## config.mk

```make
export PLATFORM = sky130hd
export DESIGN_NAME = tbocf_lane
export DESIGN_NICKNAME = d
export VERILOG_FILES = /design/src/hw/rtl/text_box_order_clip_filter_macros.svh /design/src/hw/rtl/tbocf_pkg.sv /design/src/hw/rtl/tbocf_lane.sv
export SDC_FILE = /design/constraint.sdc
export NUM_CORES = 1
export LEC_CHECK = 0
export BUFFER_PORTS_ARGS = -buffer_cell sky130_fd_sc_hd__buf_2
export CORE_ASPECT_RATIO = 2
export CORE_MARGIN = 1
export CORE_UTILIZATION = 57
export DETAILED_ROUTE_END_ITERATION = 7
export PLACE_DENSITY = 0.88
export RECOVER_POWER = 50
export SYNTH_ARGS = -nofsm -noshare
export SYNTH_HDL_FRONTEND = slang
export SYNTH_SLANG_ARGS = --single-unit
```

## constraint.sdc

```tcl
create_clock -name clk -period 9.2 [get_ports clk]
set_clock_uncertainty 0.05 [all_clocks]
set_input_delay 1.38 -clock clk [delete_from_list [all_inputs] [get_ports clk]]
set_output_delay 1.38 -clock clk [all_outputs]
set_load 0.1 [all_outputs]
```

## src/hw/rtl/text_box_order_clip_filter_macros.svh

```systemverilog
// ----------------------------------------------------------------------------
// Text box order/clip filter assertion macros
// Assertion wrappers; empty when built for synthesis.
// ----------------------------------------------------------------------------
`ifndef TEXT_BOX_ORDER_CLIP_FILTER_MACROS_SVH
`define TEXT_BOX_ORDER_CLIP_FILTER_MACROS_SVH
`ifndef SYNTHESIS
`define TBOCF_ASSERT(lbl, clk, rst, prop) \
  lbl: assert property (@(posedge clk) disable iff (rst) prop) \
    else $error("tbocf assertion failed");
`define TBOCF_ASSERT_VALID(lbl, clk, rst, vld, prop) \
  `TBOCF_ASSERT(lbl, clk, rst, (vld) |-> (prop))
`else
`define TBOCF_ASSERT(lbl, clk, rst, prop)
`define TBOCF_ASSERT_VALID(lbl, clk, rst, vld, prop)
`endif
`endif

```

## src/hw/rtl/tbocf_pkg.sv

```systemverilog
// ----------------------------------------------------------------------------
// Text box order/clip filter package
// Widths, types, register indexes and helper functions.
// ----------------------------------------------------------------------------
package tbocf_pkg;

  localparam int COORD_BITS = 16;
  localparam int SIZE_W     = 16;
  localparam int POS_W      = 15;
  localparam int SCORE_W    = 32;
  localparam int NUM_LANES  = 4;
  localparam int RANK_W     = 2;
  localparam int SQ_W       = 2 * POS_W;
  localparam int ROOT_W     = POS_W + 1;
  localparam int RAD_W      = 2 * ROOT_W;
  localparam int REM_W      = ROOT_W + 2;
  localparam int SQRT_STEPS = ROOT_W;
  localparam int CMP_W      = ((COORD_BITS > SIZE_W) ? COORD_BITS : SIZE_W) + 1;
  localparam int MAX_SIZE   = 1 << POS_W;
  localparam int REG_IDX_W  = 2;

  localparam logic [REG_IDX_W-1:0] REG_IMAGE_WIDTH  = 2'd0;
  localparam logic [REG_IDX_W-1:0] REG_IMAGE_HEIGHT = 2'd1;
  localparam logic [REG_IDX_W-1:0] REG_MERGE_MODE   = 2'd2;

  // corner order in a box
  localparam int TL = 0;
  localparam int TR = 1;
  localparam int BR = 2;
  localparam int BL = 3;

  typedef struct packed {
    logic signed [COORD_BITS-1:0] x;
    logic signed [COORD_BITS-1:0] y;
  } point_t;

  typedef struct packed {
    logic [POS_W-1:0] x;
    logic [POS_W-1:0] y;
  } corner_t;

  typedef struct packed {
    logic [RANK_W-1:0]            rank;
    logic [POS_W-1:0]             cx;
    logic [POS_W-1:0]             cy;
    logic signed [COORD_BITS-1:0] ry;
  } lane_out_t;

  typedef struct packed {
    corner_t [NUM_LANES-1:0] corners;
    logic [SCORE_W-1:0]      score;
  } box_t;

  function automatic logic pt_less(input point_t a, input point_t b);
    if ($signed(a.x) != $signed(b.x)) begin
      return $signed(a.x) < $signed(b.x);
    end
    return $signed(a.y) < $signed(b.y);
  endfunction

  // largest allowed coordinate for an image size register
  function automatic logic [POS_W-1:0] clamp_hi(input logic [SIZE_W-1:0] size);
    logic [CMP_W-1:0] se;
    se = CMP_W'(size);
    if (size == '0) begin
      return '0;
    end
    if (se > CMP_W'(MAX_SIZE)) begin
      return POS_W'(MAX_SIZE - 1);
    end
    return POS_W'(se - CMP_W'(1));
  endfunction

  function automatic logic [POS_W-1:0] clamp_coord(input logic [COORD_BITS-1:0] v,
                                                   input logic [POS_W-1:0] hi);
    logic [CMP_W-1:0] ve;
    ve = CMP_W'(v);
    if (v[COORD_BITS-1]) begin
      return '0;
    end
    if (ve > CMP_W'(hi)) begin
      return hi;
    end
    return ve[POS_W-1:0];
  endfunction

  function automatic logic [SQ_W-1:0] sq_diff(input logic [POS_W-1:0] a,
                                              input logic [POS_W-1:0] b);
    logic signed [POS_W:0]     d;
    logic signed [2*POS_W+1:0] p;
    d = $signed({1'b0, a}) - $signed({1'b0, b});
    p = d * d;
    return p[SQ_W-1:0];
  endfunction

endpackage

```

## src/hw/rtl/tbocf_lane.sv

```systemverilog
// ----------------------------------------------------------------------------
// Text box order/clip filter corner lane
// Ranks one corner among the four in x-then-y order and clamps it.
// ----------------------------------------------------------------------------
module tbocf_lane (
  input  logic                                 clk,
  input  logic [tbocf_pkg::RANK_W-1:0]         lane_id,
  input  tbocf_pkg::point_t [tbocf_pkg::NUM_LANES-1:0] pts,
  input  logic [tbocf_pkg::POS_W-1:0]          x_hi,
  input  logic [tbocf_pkg::POS_W-1:0]          y_hi,
  output tbocf_pkg::lane_out_t                 lane_out
);

  tbocf_pkg::point_t                 me;
  logic [tbocf_pkg::RANK_W-1:0]      rank;

  always_comb begin
    me   = pts[lane_id];
    rank = '0;
    for (int j = 0; j < tbocf_pkg::NUM_LANES; j++) begin
      // equal points break ties by lane number
      if (tbocf_pkg::RANK_W'(j) != lane_id) begin
        if (tbocf_pkg::pt_less(pts[j], me) ||
            ((pts[j] == me) && (tbocf_pkg::RANK_W'(j) < lane_id))) begin
          rank = rank + tbocf_pkg::RANK_W'(1);
        end
      end
    end
  end

  always_ff @(posedge clk) begin
    lane_out.rank <= rank;
    lane_out.cx   <= tbocf_pkg::clamp_coord(me.x, x_hi);
    lane_out.cy   <= tbocf_pkg::clamp_coord(me.y, y_hi);
    lane_out.ry   <= me.y;
  end

endmodule

```

Word-level counts from Yosys, hierarchy flattened
Cells that the tools add are included.

Register bits: 48. Bits of input ports: 161. Output and inout port bits: 48. Word-level logic and storage cells: 86.

Add/subtract/negate cells: 3. $lt $le $gt $ge: 15. Eq/ne operators: 11. Muxes and demuxes: 44. Reduce and logical (&&, ||, !) cells: 9.

Operators with widths (number): == test 32 bit (4); < comparator 16 bit (8); two-way mux 15 bit (8); binary-select mux 32 bit (select 2 bit) (1); inequality test 16 bit (4); greater-than comparator 16 x 15 -> 1 bit (2); two-way mux 32 bit (1); two-way mux 1 bit (28); two-way mux 2 bit (6); adder 2 x 1 -> 2 bit (second input constant) (3); logical AND 1 bit (4); logical OR 1 bit (4); < comparator 1 x 2 -> 1 bit (first input constant) (2); < comparator 2 bit (first input constant) (2); inequality test 2 bit (first input constant) (2); < comparator 2 x 3 -> 1 bit (second input constant) (1); inequality test 1 x 2 -> 1 bit (first input constant) (1); nonzero test 2 bit (1).

Depth between registers and ports, before layout
Gate-level depths: netlist of run 1.

Depth in word-level cells: 19. Depth in mapped cells: 19. Gate-level depth less buffers: 18.

Least setup slack after synthesis of run 1
No wires, ideal clock.

Path kind: input to register. Start: input lane_id[0] (netlist bit). End: register lane_out[47] (netlist bit). Library setup time: 0.118 ns. Data arrival time: 4.933 ns. Required time: 9.032 ns. Slack: 4.099 ns. Stages on the path: 17. Path buffers: 2. Path through: buf_2 buf_2 mux4_2 inv_1 ha_1 a21o_1 a2111o_1 a311o_1 a21oi_1 inv_1 a21oi_1 ha_1 nor2_1 a41o_1 a21oi_2 maj3_2 xnor2_1.

RTL lines: from (decl) (RTL line tbocf_lane.sv:7) `input logic [tbocf_pkg::RANK_W-1:0] lane_id,`; to (decl) (RTL line tbocf_lane.sv:11) `output tbocf_pkg::lane_out_t lane_out`.

==> run summary, run 1 <==
The placeable core region is 11000 um2. The logs give 0.704 for the post-route core utilization and 0 for the post-CTS setup-driven buffer insertion count. The tools report the met1 demand-to-capacity share in global routing as 0.326. The register with the most flip-flops in the layout has 48 of them. TritonCTS built the clock tree.

For the final setup violation count, the log shows 0. The floorplan row count came out at 54. In this run the worst hold path is classified as in -> reg. The logs give 0.148 for the sequential-to-total area share from yosys stat and 41 for the maximum number of pins on one net before global-route repair. The global-route total usage across every layer was 0.371; the data arrival time at the worst-slack endpoint was 5.63 ns. In this run the static leakage power is 0.00402 uW. Largest voltage drop on the vdd net: 0.119 mV. The tools report the total DRC errors in the routed layout as 0. Worst setup path category: in -> reg.

The worst path meets setup with 3.72 ns of slack. The critical path required time was 9.35 ns. For this run the aggregate overflow at the end of global routing stands at 0. Clock tree synthesis inserted a total of 5 buffers. The number of port buffers was 208; the initial core utilization was 0.588. Before CTS, the worst setup slack after placement is 3.51 ns. The number of global-route vias before repair is 6957, and the final worst-path cycle share is 0.596. The run gives 56 as the count of distinct cell types in the synthesized netlist.

The flow ran to the end, and the final reports show no timing, DRC or antenna violations. The detailed router finished its first iteration with 348 violations. For this run, the detailed router's first-pass iteration total came to 5.

The synthesized design contains 48 register bits. In this run, post-CTS hold repair placed 0 buffers. STA classifies the critical path startpoint as an input port. The number of endpoints with negative hold slack in the final report is 0, and the maximum fanout count along the critical path is 39. Among all cell types in the netlist, the one instantiated most often is sky130_fd_sc_hd__ha_1.

Element type at the critical path end: a flip-flop. The count of pins over their slew limit was 0; the portion of synthesized cell area occupied by the leading cell type was 0.357. The number of fill cells was 930; the synthesized net count was 1049.

The fmax came out at 182 MHz. The die area was 11800 um2. After clock tree synthesis, the clock-pin slew on the worst setup and hold paths is 0.07 ns. The initial antenna violation count was 1; the combined area of all synthesized cells was 6480 um2.

The share of post-route cells with drive strength above 1 works out to 0.228. The worst slew margin relative to its limit came out at 0.209. The tools report the wire length of the first global-routing pass as 33.5 mm. In the final layout, the registers with the most flip-flops are lane_out: 48 flops. During I/O placement, the number of pins put on the boundary was 209. The global-route met3 utilization was 0.0449; the net count reported at finish was 1253. The routed layout has 6655 vias. Power density relative to cell area: 153 nW/um2. The clock period could shrink to 5.48 ns. The wire length after detailed routing was 21.9 mm. The run gives 0 as the number of warnings issued by yosys. The clock passes through at most 2 buffers.

The remaining antenna violation count after routing came out at 0. The run gives 2 as the H-tree depth. Clock tree synthesis found a total of 48 sinks. The floorplan step set the die height to 153 um. After detailed routing, the number of vias per cell comes to 6.34.

The largest total area in the synthesized netlist belongs to sky130_fd_sc_hd__ha_1. Setup repair after global routing left no endpoint under its margin. The met2 layer usage reported by global route is 0.693. The area growth from synthesis to layout is 19.7%. The most crowded layer after global routing was met2. Averaged over all synthesized cells, the footprint is 9.21 um2. The setup TNS is 0 ns. In this run, post-CTS repair resized a total of 0 instances. Among all flip-flop cells after synthesis, the most frequent one is sky130_fd_sc_hd__dfxtp_1. The register containing the most flip-flops in the final layout was lane_out. Dividing the detail-routed wire length by the instance count gives 20.9 um.

Root buffer selected by CTS: sky130_fd_sc_hd__clkbuf_16. Routability-driven placement finished with a final weighted congestion of 0.966. The async set or reset register ratio after synthesis is 0.

The run gives 703 as the instance count of the mapped netlist. Across the run, the number of max-cap violations was 0. After synthesis, the most frequently instantiated cells are sky130_fd_sc_hd__ha_1, sky130_fd_sc_hd__inv_1, sky130_fd_sc_hd__a21oi_1, sky130_fd_sc_hd__nor2_1, sky130_fd_sc_hd__dfxtp_1. Yosys attributes the largest share of cell area to sky130_fd_sc_hd__ha_1, sky130_fd_sc_hd__dfxtp_1, sky130_fd_sc_hd__mux4_2. Once detailed placement completed, the half-perimeter wirelength came to 18.1 mm. In this run, synthesis inferred 0 flip-flops with an integrated enable. The slew of the pin with the lowest slew margin works out to 1.19 ns.

The width of the chip works out to 77.4 um.
## worst max-delay path: stages
cell	delay, ns
sky130_fd_sc_hd__buf_2	0.07
sky130_fd_sc_hd__buf_4	0.55
sky130_fd_sc_hd__mux4_2	0.65
sky130_fd_sc_hd__inv_1	0.19
sky130_fd_sc_hd__ha_1	0.19
sky130_fd_sc_hd__nand3_1	0.17
sky130_fd_sc_hd__nor3_1	0.56
sky130_fd_sc_hd__and4_1	0.35
sky130_fd_sc_hd__a311o_1	0.24
sky130_fd_sc_hd__a21oi_1	0.08
sky130_fd_sc_hd__inv_1	0.07
sky130_fd_sc_hd__a21oi_1	0.06
sky130_fd_sc_hd__ha_1	0.29
sky130_fd_sc_hd__nor2_1	0.10
sky130_fd_sc_hd__a41o_1	0.12
sky130_fd_sc_hd__a21oi_2	0.05
sky130_fd_sc_hd__maj3_2	0.33
sky130_fd_sc_hd__xnor2_1	0.12
## final cells by class
| cell class | instances | area, um2 | area share |
|---|---|---|---|
| inverter | 81 | 304 | 0.0392 |
| sequential | 48 | 961 | 0.124 |
| clock inverter | 2 | 38.8 | 0.00500 |
| tap | 140 | 175 | 0.0226 |
| antenna | 1 | 2.50 | 0.000323 |
| clock buffer | 6 | 139 | 0.0179 |
| timing repair buffer | 209 | 988 | 0.127 |
| multi-input combinational | 562 | 5150 | 0.664 |
## power breakdown
| group | total (uW) | switching (uW) | internal [uW] |
|---|---|---|---|
| clock network | 217 | 81.1 | 136 |
| registers | 247 | 7.67 | 239 |
| logic | 724 | 510 | 214 |
| total | 1190 | 599 | 590 |
## cell families after synthesis
group | after synthesis | share of synthesized area
adders and majority gates | 186 | 0.359
and+or+nand+nor | 175 | 0.137
AOI/OAI and AO/OA | 137 | 0.140
buffers and inverters | 93 | 0.0572
muxes | 61 | 0.154
DFF | 48 | 0.148
xor gates and xnor gates | 3 | 0.00406
## layout by cell type (no fill, tap or decap), types with 11 or more instances in the layout
master | Yosys | final
sky130_fd_sc_hd__clkbuf_1 | 2 | 48
sky130_fd_sc_hd__nand2_1 | 27 | 27
sky130_fd_sc_hd__a21oi_1 | 50 | 50
sky130_fd_sc_hd__nor2_1 | 50 | 50
sky130_fd_sc_hd__o21a_1 | 11 | 11
sky130_fd_sc_hd__dfxtp_1 | 48 | 48
sky130_fd_sc_hd__nand4_1 | 30 | 30
sky130_fd_sc_hd__nor2b_1 | 12 | 12
sky130_fd_sc_hd__ha_1 | 185 | 185
sky130_fd_sc_hd__buf_2 | 5 | 160
sky130_fd_sc_hd__mux4_2 | 31 | 31
sky130_fd_sc_hd__nand3_1 | 17 | 17
sky130_fd_sc_hd__o21ai_0 | 22 | 22
sky130_fd_sc_hd__mux2i_1 | 30 | 30
sky130_fd_sc_hd__inv_1 | 81 | 81
## per-layer routing
layer	wire length, um	up-vias
met4	2360	0
met5	0	-
met1	6750	3069
met3	1190	145
li1	-	3041
met2	11600	400
## per-stage QoR
step / cell area (um2) / cells / total power (uW) / hold WS (ns)
after floorplan: 6480 / 703 / 786 / 1.47
after global placement: 7630 / 1040 / 955 / 1.58
after detailed placement: 7630 / 1040 / 966 / 1.59
after CTS: 7810 / 1048 / 1190 / 1.28
after global routing: 7750 / 1049 / 1250 / 1.29
final: 7750 / 1049 / 1190 / 1.29
## worst paths after layout
path              startpoint                       to  depth (start not counted)
setup / recovery  lane_id[0]     lane_out[47]$_DFF_P_                         18
hold / removal      x_hi[12]  lane_out[43]$_SDFF_PP0_                          3
Note: power is estimated with default switching activity, not from simulation.
==> run 2, diff against run 1 <==
Settings changed: ABC_AREA from default to 1, CORE_UTILIZATION 57 to 54, PLACE_DENSITY 0.88 to 0.84.
Clock period 9.2 ns to 5.5 ns, I/O delays scaled along.
==> run summary, run 2 <==
The worst hold path terminates at lane_out[34]$_SDFF_PP0_. Ranked by total cell area, the synthesized netlist is headed by sky130_fd_sc_hd__ha_1, sky130_fd_sc_hd__dfxtp_1, sky130_fd_sc_hd__nand2_1. Overall via count from detail_route: 7660.

For this design the top-level I/O count stands at 209. The fmax was 225 MHz; the final worst-path cycle share was 0.807. Across the whole layout, storage elements account for 961 um2. Post-synthesis register bit count: 48. The top cell types in the final layout, fill and taps aside, are sky130_fd_sc_hd__nand2_1, sky130_fd_sc_hd__ha_1, sky130_fd_sc_hd__buf_2. Number of flip-flops in the largest register: 48. The cell class contributing the biggest share of worst-path delay is simple AND/OR/NAND/NOR gates.

In the final layout, the registers with the most flip-flops are lane_out: 48 flops. For this run, design rule violations remaining after detail routing come to 0. At the worst endpoint, the required time is 5.66 ns. Sorting the synthesized cells by how often they occur yields sky130_fd_sc_hd__nand2_1, sky130_fd_sc_hd__ha_1, sky130_fd_sc_hd__inv_1. The run gives 2000 uW as the power consumption. Most used flip-flop cell after synthesis: sky130_fd_sc_hd__dfxtp_1. The share of post-route cells with drive strength above 1 works out to 0.172. The floorplan row count was 57. The post-placement worst setup slack came out at 0.829 ns. The combined area of all synthesized cells was 6730 um2; the number of warnings issued by yosys was 0. The slew of the pin with the lowest slew margin is 1.18 ns, and the max-cap violation count is 0. The multi-input combinational cells in the finished layout cover a total of 5120 um2. The number of endpoints with negative hold slack in the final report is 0. The tools report the element type at the critical path end as a flip-flop.

Root buffer selected by CTS: sky130_fd_sc_hd__clkbuf_16. The power density relative to cell area was 248 nW/um2; the detailed router's first-iteration violation count was 359. The post-route non-filler standard cell count came out at 1312. The run finished with clean final reports.

Data on the critical path arrives at its endpoint at 4.59 ns. The average footprint of a synthesized cell was 7.06 um2. Buffers inserted during clock tree synthesis total 5. Setup violations remaining at the end of the flow were counted as 0.

The floorplan step set the die height to 160 um. The min-delay analysis places its worst path in the category in -> reg. The global-route total usage across every layer was 0.353. The instance count of the mapped netlist came out at 953. For this design, the sink count on the clock tree is 48.

The type of origin of the critical path was an input port. IR analysis of the VDD net gives a maximum drop of 0.195 mV. Using the TritonRoute via totals, the vias-per-cell ratio works out to 5.84. The portion of synthesized cell area occupied by the leading cell type is 0.344, and the final critical-path required period is 4.44 ns. For the initial core utilization, the log shows 0.555. The count of nets left with antenna violations once routing finished came out at 0. In this run the standard cell core region covers 12100 um2.

The largest individual stage delay along the critical path comes from the cell sky130_fd_sc_hd__a221oi_1. The worst slew margin relative to its limit is 0.219. Cell count after placement: 1303. The async set or reset register ratio after synthesis is 0. Register containing the most flip-flops in the final layout: lane_out. The worst hold path begins at x_hi[3]. Of all nets on the critical path, the largest fanout is 16.

In this run, synthesis inferred 0 flip-flops with an integrated enable. The synthesized design spends more area on one cell type than any other, namely sky130_fd_sc_hd__ha_1. Measured along the x axis, the die boundary spans 80.9 um. The sequential-to-total area share from yosys stat was 0.143; the final weighted congestion in routability-driven placement was 1.03. For the final routed database, the setup TNS stands at 0 ns. TritonCTS built the clock tree. The largest single stage delay on the critical path is 0.73 ns.

Together, buffers and inverters on the worst path number 5. Along the worst hold path, the cell count comes to 3. The first global-routing pass estimated 34.8 mm of wire. The post-CTS setup-driven buffer insertion count was 0.

In the final routed layout, each cell accounts on average for 17.2 um. Most common library cell in the layout ignoring fill and taps: sky130_fd_sc_hd__nand2_1. For the count of pins over their slew limit, the log shows 0. The worst setup path is of the in -> reg kind. Compared with the post-synthesis result, the final layout area differs by 19.9%. The number of detailed-routing iterations run before antenna repair is 6, and the synthesized net count is 1299. After clock tree synthesis, the repair step resized 0 gates. Die area: 12900 um2. Summed over all nets, the half-perimeter wirelength after detailed placement is 19.0 mm. Entering global routing, the biggest net connects 34 pins. Number of buffers added to fix hold violations after cts: 0. The analysis attributes to cell leakage a power of 0.00449 uW. The final layout contains routed wiring with a total length of 22.6 mm. The register clock-pin slew on the reported worst setup and hold paths was 0.08 ns; the number of fill cells was 1164.

Counting stages on the worst path, the most repeated cell is sky130_fd_sc_hd__nand2_1. The dominant cell by count in the synthesized netlist was sky130_fd_sc_hd__nand2_1. The worst path meets setup with 1.06 ns of slack. H-tree depth: 2.

The tools report the final global-route overflow total as 0. After the last flow step, the layout net total stands at 1509. The number of global-route vias before repair is 7628, and the number of port buffers is 208.

Setup repair after global routing left no endpoint under its margin. The signal on the critical path passes through buf_2 > nand2_1 > inv_1 > buf_4 > a221oi_1 > ha_1 > nand2_1 > nor3_1 > inv_1 > nor4_1 > a21o_1 > nand3_1 > ha_1 > nand2_1 > nand2_1 > nand2_1 > nand2_1 > inv_1 > nand2_1 > nand2_1 > nand2_1. The maximum number of buffers from clock root to sink is 2, and the initial antenna violation count is 1. The total number of cells along the worst setup path is 21, and the count of distinct cell types in the synthesized netlist is 41.
run 2: changes by cell type in the layout (fill, tap and decap cells not counted), moves of 9 or more:
cell                       change
sky130_fd_sc_hd__nor2b_1      -12
sky130_fd_sc_hd__a21oi_1      +47
sky130_fd_sc_hd__nand3_1      +42
sky130_fd_sc_hd__mux4_2       -31
sky130_fd_sc_hd__nand2_1     +163
sky130_fd_sc_hd__and2_1       +17
sky130_fd_sc_hd__nand4_1      -15
sky130_fd_sc_hd__buf_4        +15
sky130_fd_sc_hd__a211oi_1      -9
sky130_fd_sc_hd__a22oi_1      +43
sky130_fd_sc_hd__inv_1        +61
sky130_fd_sc_hd__mux2i_1      -30
sky130_fd_sc_hd__a221oi_1     +12
run 2: how the worst max path moves through the flow:
stage                    start                      end  slack, ns
detailed placement  lane_id[1]     lane_out[47]$_DFF_P_       0.83
CTS                 lane_id[1]     lane_out[47]$_DFF_P_       1.14
floorplan           lane_id[0]     lane_out[47]$_DFF_P_       1.46
finish              lane_id[1]     lane_out[47]$_DFF_P_       1.06
global placement    lane_id[1]  lane_out[42]$_SDFF_PP0_       0.98
global route        lane_id[1]     lane_out[47]$_DFF_P_       0.83
run 2: layout make-up:
cell class | count | share of cell area
multi-input cells | 740 | 0.635
repair buffers | 224 | 0.136
flip-flops and latches | 48 | 0.119
inverters | 144 | 0.0670
well taps | 147 | 0.0228
clock buffers | 6 | 0.0172
clock inverters | 2 | 0.00186
diodes | 1 | 0.000310
run 2: cell families (layout without fill, tap and decap cells):
family                   after synthesis  in the layout  synth area share
AND/OR/NAND/NOR                      355            355             0.233
adder cells (fa/ha/maj)              185            185             0.344
other                                  0              1                 0
AO/OA/AOI/OAI                        199            199             0.183
XOR/XNOR                               1              1           0.00130
flip-flops                            48             48             0.143
buffers and inverters                165            376            0.0956
run 2: where the power goes:
group | total (uW) | switching (uW) | internal [uW]
combinational | 1240 | 915 | 330
sequential | 416 | 14.2 | 402
clock | 339 | 157 | 182
total | 2000 | 1090 | 914
run 2: routing by layer:
metal	wire length, um	GRT usage	vias up
met5	0	0	-
met4	2220	0.327	0
met3	1150	0.0474	128
met2	12000	0.664	340
met1	7210	0.296	3495
li1	-	-	3697
run 2: stage by stage:
stage               instance area, um2  utilization  hold slack [ns]
global route                      8070        0.665            0.751
floorplan                         6730            -            0.939
finish                            8070        0.665            0.741
detailed placement                7970        0.657             1.07
global placement                  7970        0.657             1.06
CTS                               8130        0.670            0.745
==> run 3, diff against run 2 <==
Clock period 5.5 ns to 4.2 ns, I/O delays scaled along.
==> run summary, run 3 (same netlist as run 2, synthesis figures left out) <==
The run finished with clean final reports. Setup total negative slack on the finished layout was measured at 0 ns. Power comes to 2720 uW. The final worst-path cycle share works out to 0.869.

The share of post-route cells with drive strength above 1 is 0.192. After clock tree synthesis, the setup repair step added 0 buffers. The worst slew margin relative to its limit came out at 0.220. At the pin with the least slew margin, the transition time is 1.17 ns.

After detailed routing, the number of remaining DRC violations is 0. In this run, post-CTS repair resized a total of 0 instances. The post-route core utilization was 0.682. TritonCTS built the clock tree. The detailed placer's ending HPWL is 20.1 mm, and the initial antenna violation count is 2. The pre-antenna-repair detailed-routing pass consisted of 4 iterations.

Across the run, the number of max-cap violations was 0. The tools report the final weighted congestion in routability-driven placement as 1.00. Leaving out fill and tap cells, the most frequent cell in the layout is sky130_fd_sc_hd__nand2_1. The wire length after detailed routing was 23.3 mm; the number of flip-flops in the largest register was 48. The initial core utilization is 0.555. The number of port buffers works out to 208. The routed layout has 7677 vias. The detail route stage leaves a number of antenna-violating nets equal to 0. The wire length on met1 came out at 7.04 mm. The run gives 7861 as the number of global-route vias before repair. The highest layer touched by signal routing is met4. Largest voltage drop on the vdd net: 0.285 mV. The type of origin of the critical path was an input port. In the final layout, the registers with the most flip-flops are lane_out: 48 flops. The tools report the number of endpoints with negative hold slack in the final report as 0. The smallest clock period supported by the final layout is computed as 3.65 ns. In this run, placement finished with an instance count of 1324. The worst setup path category was in -> reg. In this run the worst setup path begins at lane_id[1]. The logs give 33 for the maximum number of pins on one net before global-route repair and 209 for the count of boundary I/O pins. The first global-routing pass estimated 36.6 mm of wire.

After filler insertion, the fill cell instance count of the layout stands at 1142. The root buffer cell chosen for the clock tree is sky130_fd_sc_hd__clkbuf_16. STA classifies the critical path endpoint as a flip-flop.

The logs give 0.372 for the global-route total usage across every layer and 1334 for the post-route non-filler standard cell count. In this run the standard cell core region covers 12100 um2. The number of clock buffers added by TritonCTS is 5. From synthesis to final layout, the design area changed by 23.0%.

In the routed layout, each cell is associated on average with a via count of 5.75. The tools report the count of pins over their slew limit as 0. Derived from the worst setup path, the maximum achievable clock frequency is 274 MHz. Maximum fanout count along the critical path: 16. The power density relative to cell area was 328 nW/um2. In the detailed route, the total length drawn on met3 is 1.33 mm.

The register containing the most flip-flops in the final layout was lane_out. Capturing element of the worst setup path: lane_out[47]$_DFF_P_. The number of buffers added to fix hold violations after cts is 0, and the total met2 wirelength after detailed routing is 12.3 mm. The tree built by TritonCTS fans out to 48 sinks.

The routed wire length per instance is 17.5 um, and the worst hold slack across all endpoints is 0.551 ns. The logs give 2 for the maximum number of buffers from clock root to sink and 0.00463 uW for the static leakage power. The total overflow left after global routing is 0. The floorplan step defined a die boundary enclosing 12900 um2.

The detailed router's first-iteration violation count is 309. The floorplan step set the die height to 160 um. Data arrival time at the worst-slack endpoint: 3.80 ns. The final setup violation count was 0. The width of the chip works out to 80.9 um. Setup repair after global routing left no endpoint under its margin. The top cell types in the final layout, fill and taps aside, are sky130_fd_sc_hd__nand2_1, sky130_fd_sc_hd__ha_1, sky130_fd_sc_hd__buf_2. Worst hold-check path type: in -> reg. The floorplan row count is 57, and the register clock-pin slew on the reported worst setup and hold paths is 0.08 ns. The H-tree depth is 2, and the critical path required time is 4.35 ns.

In the final design database the tool counted 1530 nets.
==> run 3: changes by cell type in the layout (fill, tap and decap cells not counted), moves of 2 or more <==
cell                         delta
sky130_fd_sc_hd__and2_1         -5
sky130_fd_sc_hd__buf_2          +7
sky130_fd_sc_hd__and2_0         +5
sky130_fd_sc_hd__clkbuf_1       -7
sky130_fd_sc_hd__clkinvlp_4     -2
sky130_fd_sc_hd__buf_4         +20
==> run 3: layout make-up <==
type / count / area [um2] / area share
Multi-Input combinational cell: 740 / 5120 / 0.619
Inverter: 144 / 541 / 0.0653
Timing Repair Buffer: 245 / 1280 / 0.155
Sequential cell: 48 / 961 / 0.116
Antenna cell: 2 / 5.00 / 0.000605
Clock inverter: 2 / 38.8 / 0.00469
Clock buffer: 6 / 139 / 0.0168
Tap cell: 147 / 184 / 0.0222
==> run 3: worst min path at each step <==
stage / startpoint / end / slack, ns / cells after the start
2_1_floorplan: x_hi[3] / lane_out[34]$_SDFF_PP0_ / 0.74 / 2
3_3_place_gp: x_hi[14] / lane_out[45]$_SDFF_PP0_ / 0.86 / 3
3_5_place_dp: y_hi[2] / lane_out[18]$_SDFF_PP0_ / 0.87 / 3
4_1_cts: x_hi[4] / lane_out[35]$_SDFF_PP0_ / 0.55 / 3
5_1_grt: x_hi[14] / lane_out[45]$_SDFF_PP0_ / 0.57 / 3
6_report: x_hi[4] / lane_out[35]$_SDFF_PP0_ / 0.55 / 3
==> run 3: power by group <==
part	internal, uW	total [uW]	switching [uW]
Sequential	527	550	22.8
Clock	299	498	199
Combinational	460	1670	1210
Total	1290	2720	1430
==> run 3: through the flow <==
| stage | setup WS (ns) | area (um2) |
|---|---|---|
| 2_1_floorplan | 0.357 | 6730 |
| 3_3_place_gp | 0.339 | 8140 |
| 3_5_place_dp | 0.253 | 8140 |
| 4_1_cts | 0.568 | 8320 |
| 5_1_grt | 0.118 | 8270 |
| 6_report | 0.550 | 8270 |
==> run 3: metal layers <==
layer	track usage	vias to the layer above
li1	-	3737
met1	0.304	3476
met4	0.375	0
met5	0	-
met3	0.0606	134
met2	0.687	330
==> run 3: worst max-delay path: stages <==
cell                       delay [ns]
sky130_fd_sc_hd__buf_2           0.14
sky130_fd_sc_hd__nand2_1         0.10
sky130_fd_sc_hd__inv_1           0.06
sky130_fd_sc_hd__buf_4           0.20
sky130_fd_sc_hd__a22o_1          0.22
sky130_fd_sc_hd__a221oi_1        0.28
sky130_fd_sc_hd__ha_1            0.31
sky130_fd_sc_hd__a21oi_1         0.14
sky130_fd_sc_hd__o21ai_0         0.11
sky130_fd_sc_hd__nand2_1         0.08
sky130_fd_sc_hd__nand2_1         0.05
sky130_fd_sc_hd__nand3_1         0.06
sky130_fd_sc_hd__nand2_1         0.05
sky130_fd_sc_hd__nand3_1         0.06
sky130_fd_sc_hd__nand2_1         0.06
sky130_fd_sc_hd__or2_2           0.27
sky130_fd_sc_hd__nand3_1         0.07
sky130_fd_sc_hd__nand3_1         0.10
sky130_fd_sc_hd__ha_1            0.28
sky130_fd_sc_hd__nand2_1         0.09
sky130_fd_sc_hd__nand2_1         0.07
sky130_fd_sc_hd__nand2_1         0.08
sky130_fd_sc_hd__nand2_1         0.07
sky130_fd_sc_hd__inv_1           0.07
sky130_fd_sc_hd__nand2_1         0.05
sky130_fd_sc_hd__nand2_1         0.05
sky130_fd_sc_hd__nand2_1         0.04
